<file path="config.mk">
export PLATFORM = sky130hd
export DESIGN_NAME = psr_alu
export DESIGN_NICKNAME = d
export VERILOG_FILES = /design/src/rtl/core/psr_pkg.sv /design/src/rtl/core/psr_alu.sv
export SDC_FILE = /design/constraint.sdc
export NUM_CORES = 1
export LEC_CHECK = 0
export ABC_AREA = 1
export BUFFER_PORTS_ARGS = -buffer_cell sky130_fd_sc_hd__buf_2
export CORE_UTILIZATION = 55
export DETAILED_ROUTE_END_ITERATION = 10
export GPL_ROUTABILITY_DRIVEN = 1
export PLACE_DENSITY_LB_ADDON = 0.2
export RECOVER_POWER = 100
export SYNTH_ARGS = -nofsm -noshare
export SYNTH_HDL_FRONTEND = slang
export SYNTH_SLANG_ARGS = --single-unit
</file>
<file path="constraint.sdc">
create_clock -name vclk -period 7.5
set_input_delay 2.25 -clock vclk [all_inputs]
set_output_delay 2.25 -clock vclk [all_outputs]
set_load 0.05 [all_outputs]
</file>
<file path="src/rtl/core/psr_pkg.sv">
package psr_pkg;

  localparam int SENDER_W = 6;
  localparam int SEQ_W    = 32;
  localparam int HANDLE_W = 16;
  localparam int STATUS_W = 2;
  localparam int TDATA_W  = 56;

  typedef enum logic [STATUS_W-1:0] {
    ST_DELIVERED = 2'd0,
    ST_BACKWARDS = 2'd1,
    ST_OVERFLOW  = 2'd2
  } status_t;

  typedef enum logic {
    ALU_SUB,
    ALU_INC
  } alu_op_t;

  typedef struct packed {
    logic zero;
    logic borrow;
  } alu_flags_t;

endpackage

</file>
<file path="src/rtl/core/psr_alu.sv">
module psr_alu (
  input  psr_pkg::alu_op_t           op,
  input  logic [psr_pkg::SEQ_W-1:0]  a,
  input  logic [psr_pkg::SEQ_W-1:0]  b,
  output logic [psr_pkg::SEQ_W-1:0]  res,
  output psr_pkg::alu_flags_t        flags
);

  logic [psr_pkg::SEQ_W:0] wide;

  always_comb begin
    unique case (op)
      psr_pkg::ALU_SUB: wide = {1'b0, a} - {1'b0, b};
      psr_pkg::ALU_INC: wide = {1'b0, a} + (psr_pkg::SEQ_W + 1)'(1);
      default:          wide = '0;
    endcase
    res          = wide[psr_pkg::SEQ_W-1:0];
    flags.zero   = (wide[psr_pkg::SEQ_W-1:0] == '0);
    flags.borrow = wide[psr_pkg::SEQ_W];
  end

endmodule

</file>
Word level (Yosys, flattened, before mapping)
Cells that the tools add are included.
{ "word_totals": {"register_bits": 0, "output_inout_bits": 34, "elab_cells": 5, "romBits": 0, "ram_bits": 0, "inputBits": 65, "latch_bits": 0, "n_memories": 0} }
{ "op_classes": {"eq_ne": 0, "addsub": 2, "magnitude_cmp": 0, "n_mul": 0, "bitwise_logic": 1, "shift": 0, "mux": 1, "div_mod_pow": 0, "reduce_logical": 1} }
{ "ops": {"columns": ["cell", "count"], "rows": [
  ["33-bit one-hot mux with 2 select lines", 1],
  ["32-bit by 1-bit adder with 33-bit output, second input constant", 1],
  ["32-bit by 32-bit subtractor with 33-bit output", 1],
  ["32-bit zero test", 1],
  ["1-bit NOT", 1]
]} }

Depth between registers and ports, before layout
{ "logic_depth": {"ltp_word": 3, "depth_mapped": 27, "mapped_depth_nobuf": 27} }

Worst setup path after synthesis
Ideal clock, no wire load.
{ "synth_timing": {"path_type": "input port to output port", "startpoint": "input b[0] in the netlist's numbering", "endpoint": "output flags[1] in the netlist's numbering", "path_buffers": 0, "t_required_ns": 5.250, "setup_slack_ns": -0.391, "arrival_ns": 5.641, "stages": 25, "path_cell_list": "inv_1 ha_1 nand2_1 nor2_2 nand2_2 nor2_2 nand2_2 nor3_4 nand4_1 a21oi_1 o21a_1 ha_1 nand2_1 inv_1 nand2_1 nand2_1 a21oi_1 nor2_1 nor2_1 nand2_1 nand2_1 nand2_1 nor2_1 nand3_1 nor2_1"} }
{ "synth_lines": {"columns": ["item", "line_no", "rtl"], "rows": [
  ["from (decl)", "psr_alu.sv:4", "input logic [psr_pkg::SEQ_W-1:0] b,"],
  ["to (decl)", "psr_alu.sv:6", "output psr_pkg::alu_flags_t flags"]
]} }

==> run_results.csv <==
group,metric,value,unit
critical_path,critical_path_buf_inv_count,6,
critical_path,critical_path.slowest_cell,"sky130_fd_sc_hd__ha_1",
cells_and_area,layout_area_overhead,62.5,%
min_path,type_of_the_tightest_min_delay_check,"primary input to output pin",
global_route,grt_pass1_vias,5437,
detailed_routing,drt_iter0_markers,1254,
detailed_routing,ant_nets,0,
min_path,hold_wc_startpoint,"a[31]",
critical_path,max_stage_delay,0.40,ns
cells_and_area,num-clock-buffers,0,
critical_path,worst_path_dominant_cell_family,"simple AND/OR/NAND/NOR gates",
floorplanning,pin_count,99,
sta,period_needed,7.94,ns
yosys,seq_area_frac_synth,0,%
global_route,global_route.overflow_total,0,
cells_and_area,sequential_cell_total,0,
pwr,vdd_drop_max,0.114,mV
yosys,syn-cell-area,3620,sq um
cells_and_area,stdcell_count,1037,
sta,finalSetupViolations,20,
sta,rsz0062_at_grt,"true",
floorplanning,die_w,83.1,um
placement,gpl.final_weighted_congestion,0.966,
detailed_routing,vias_per_cell,6.68,
cells_and_area,num-nets-final,1061,
placement,place_worst_setup_slack,-0.421,ns
yosys,synth_warnings,0,
sta,number_of_hold_violations_in_the_final_report,0,
floorplanning,core_area,6350,sq um
placement,port_buffers,99,
outcome,failing_checks,"design-rule violations, negative setup slack",
cells_and_area,insertedDiodeCount,0,
floorplanning,start_util,57.0,%
critical_path,setup.worst_path.start,"b[1]",
detailed_routing,iteration_count_of_the_initial_detailed_routing_pass,11,
global_route,globalRouteTotalUtil,42.6,%
detailed_routing,route.detailed.wl_per_inst,20.6,um
critical_path,timing.critical_path.cells,"buf_6 > buf_4 > nor3_4 > nand2_2 > nor3_4 > nand3_2 > buf_6 > nor2_1 > nor3_1 > ha_1 > nand2_2 > inv_1 > nand2_1 > inv_1 > a21oi_2 > nand2_2 > nand2_1 > nand2_1 > xor2_2 > nor2_1 > nand3_2 > nor2_4 > buf_6",
placement,numPlacedInstances,1012,
yosys,yosys.cell_types.count,31,
critical_path,path_max_fanout,4,
cells_and_area,ff_latch_area,0,sq um
floorplanning,core.rowCount,29,
cells_and_area,top_library_cells_by_usage_in_the_layout_fill_and_taps_aside,"206 x sky130_fd_sc_hd__nand2_1, 152 x sky130_fd_sc_hd__inv_1, 109 x sky130_fd_sc_hd__buf_4, 72 x sky130_fd_sc_hd__buf_2, 57 x sky130_fd_sc_hd__nor2_1",
cells_and_area,post_route_cells_drive_above_1_share,40.9,%
sta,post_route_clock_period_utilization,106,%
sta,setup_slack,-0.438,ns
placement,dp_hpwl,11400,um
outcome,run_status,"finished, violations left",
detailed_routing,detail_route.drc_violations,3,
floorplanning,die_area,6910,sq um
pwr,cellLeakagePower,3.28,nW
yosys,count_of_mapped_cells_out_of_synthesis,754,
global_route,global_route_wire_length_before_repair,24500,um
cells_and_area,final.fill_count,264,
sta,pins_over_their_slew_limit,0,
sta,worst_tran_pin_value,0.686,ns
yosys,mappedNetlistNets,853,
critical_path,critical_path_arrival,5.69,ns
clock_network,hold_buffers,0,
critical_path,timing.setup.critical_path_class,"primary input to output pin",
pwr,cellPowerDensity,104,nW/um^2
critical_path,critPathCaptureType,"output pin",
job,max-cap-violations,0,
sta,achievable-frequency,0.126,GHz
global_route,largest_net_degree_at_the_start_of_global_routing,15,
floorplanning,chipHeight,83.1,um
detailed_routing,num_vias,6929,
detailed_routing,drt-total-wl,21300,um
sta,max_slew_margin,54.4,%
critical_path,critical_path_required,5.25,ns
yosys,syn_area_per_cell,4.80,sq um
cells_and_area,mostFrequentLayoutCell,"sky130_fd_sc_hd__nand2_1",
global_route,antenna_found_initial,0,
critical_path,cp-start-kind,"primary input",
==> synthesized netlist by cell type, drive strengths merged <==
cell type,instances,area [sq um]
o21bai,2,15.0
nand3,54,298
ha,33,413
nand2,269,1050
xnor2,4,35.0
clkbuf,3,11.3
buf,1,11.3
nor3,25,173
fa,1,20.0
o21a,4,30.0
nor4,4,25.0
nand4,12,75.1
a31oi,1,6.26
xor2,6,52.6
or2,2,15.0
nand3b,10,75.1
inv,165,619
and2,1,6.26
o21ai,22,110
nor2,91,354
a21oi,44,224
==> cells by family after synthesis <==
logic type / after synthesis / share of synthesized area (%)
AOI/OAI and AO/OA: 73 / 10.7
xor gates and xnor gates: 10 / 2.42
adders and majority gates: 34 / 12.0
buffers and inverters: 169 / 17.7
and+or+nand+nor: 468 / 57.2
==> stage by stage <==
stage / utilization (%) / setup TNS, ns / area (sq um) / power, mW / hold WS (ns)
global route: 92.6 / -6.57 / 5880 / 0.631 / 5.15
finish: 92.6 / -3.33 / 5880 / 0.612 / 5.08
CTS: 84.8 / 0 / 5390 / 0.500 / 4.96
detailed placement: 76.5 / -2.06 / 4860 / 0.458 / 4.96
global placement: 76.5 / -0.756 / 4860 / 0.447 / 4.95
floorplan: - / -0.0702 / 3640 / 0.299 / 4.88
==> worst min-delay path, delay by kind of cell <==
family | cells | cell delay (ns)
simple gates | 1 | 0.09
fa+ha+maj | 1 | 0.14
xor+xnor | 1 | 0.07
buf+inv | 2 | 0.23
compound gates | 1 | 0.06
==> what timing repair did <==
item                       4_1_cts  5_1_grt
setup buffers                   20        5
pin swaps                       56       41
setup endpoints to repair       14       17
resized for setup               99      128
==> worst paths after layout <==
kind	end	slack [ns]	depth (start not counted)
setup / recovery	flags[1]	-0.44	23
hold / removal	flags[0]	5.08	6
==> report_power, final <==
group / leakage, nW / switching [mW] / internal, mW / total (mW)
Sequential: 0 / 0 / 0 / 0
Combinational: 3.28 / 0.407 / 0.205 / 0.612
Clock: 0 / 0 / 0 / 0
==> metal layers <==
metal  wire (um)  GRT usage [%]  vias to the layer above
met5           0              0                        -
met4        2680           15.5                        0
met3        3470           3.48                      388
met2        8610           75.4                      905
met1        6560           53.7                     2878
li1            -              -                     2758
==> layout make-up <==
type               count  area, sq um  share of cell area (%)
well taps             77         96.3                    1.64
multi-input cells    585         3770                    64.1
repair buffers       210         1390                    23.6
inverters            165          624                    10.6
Note: power is estimated with default switching activity, not from simulation.
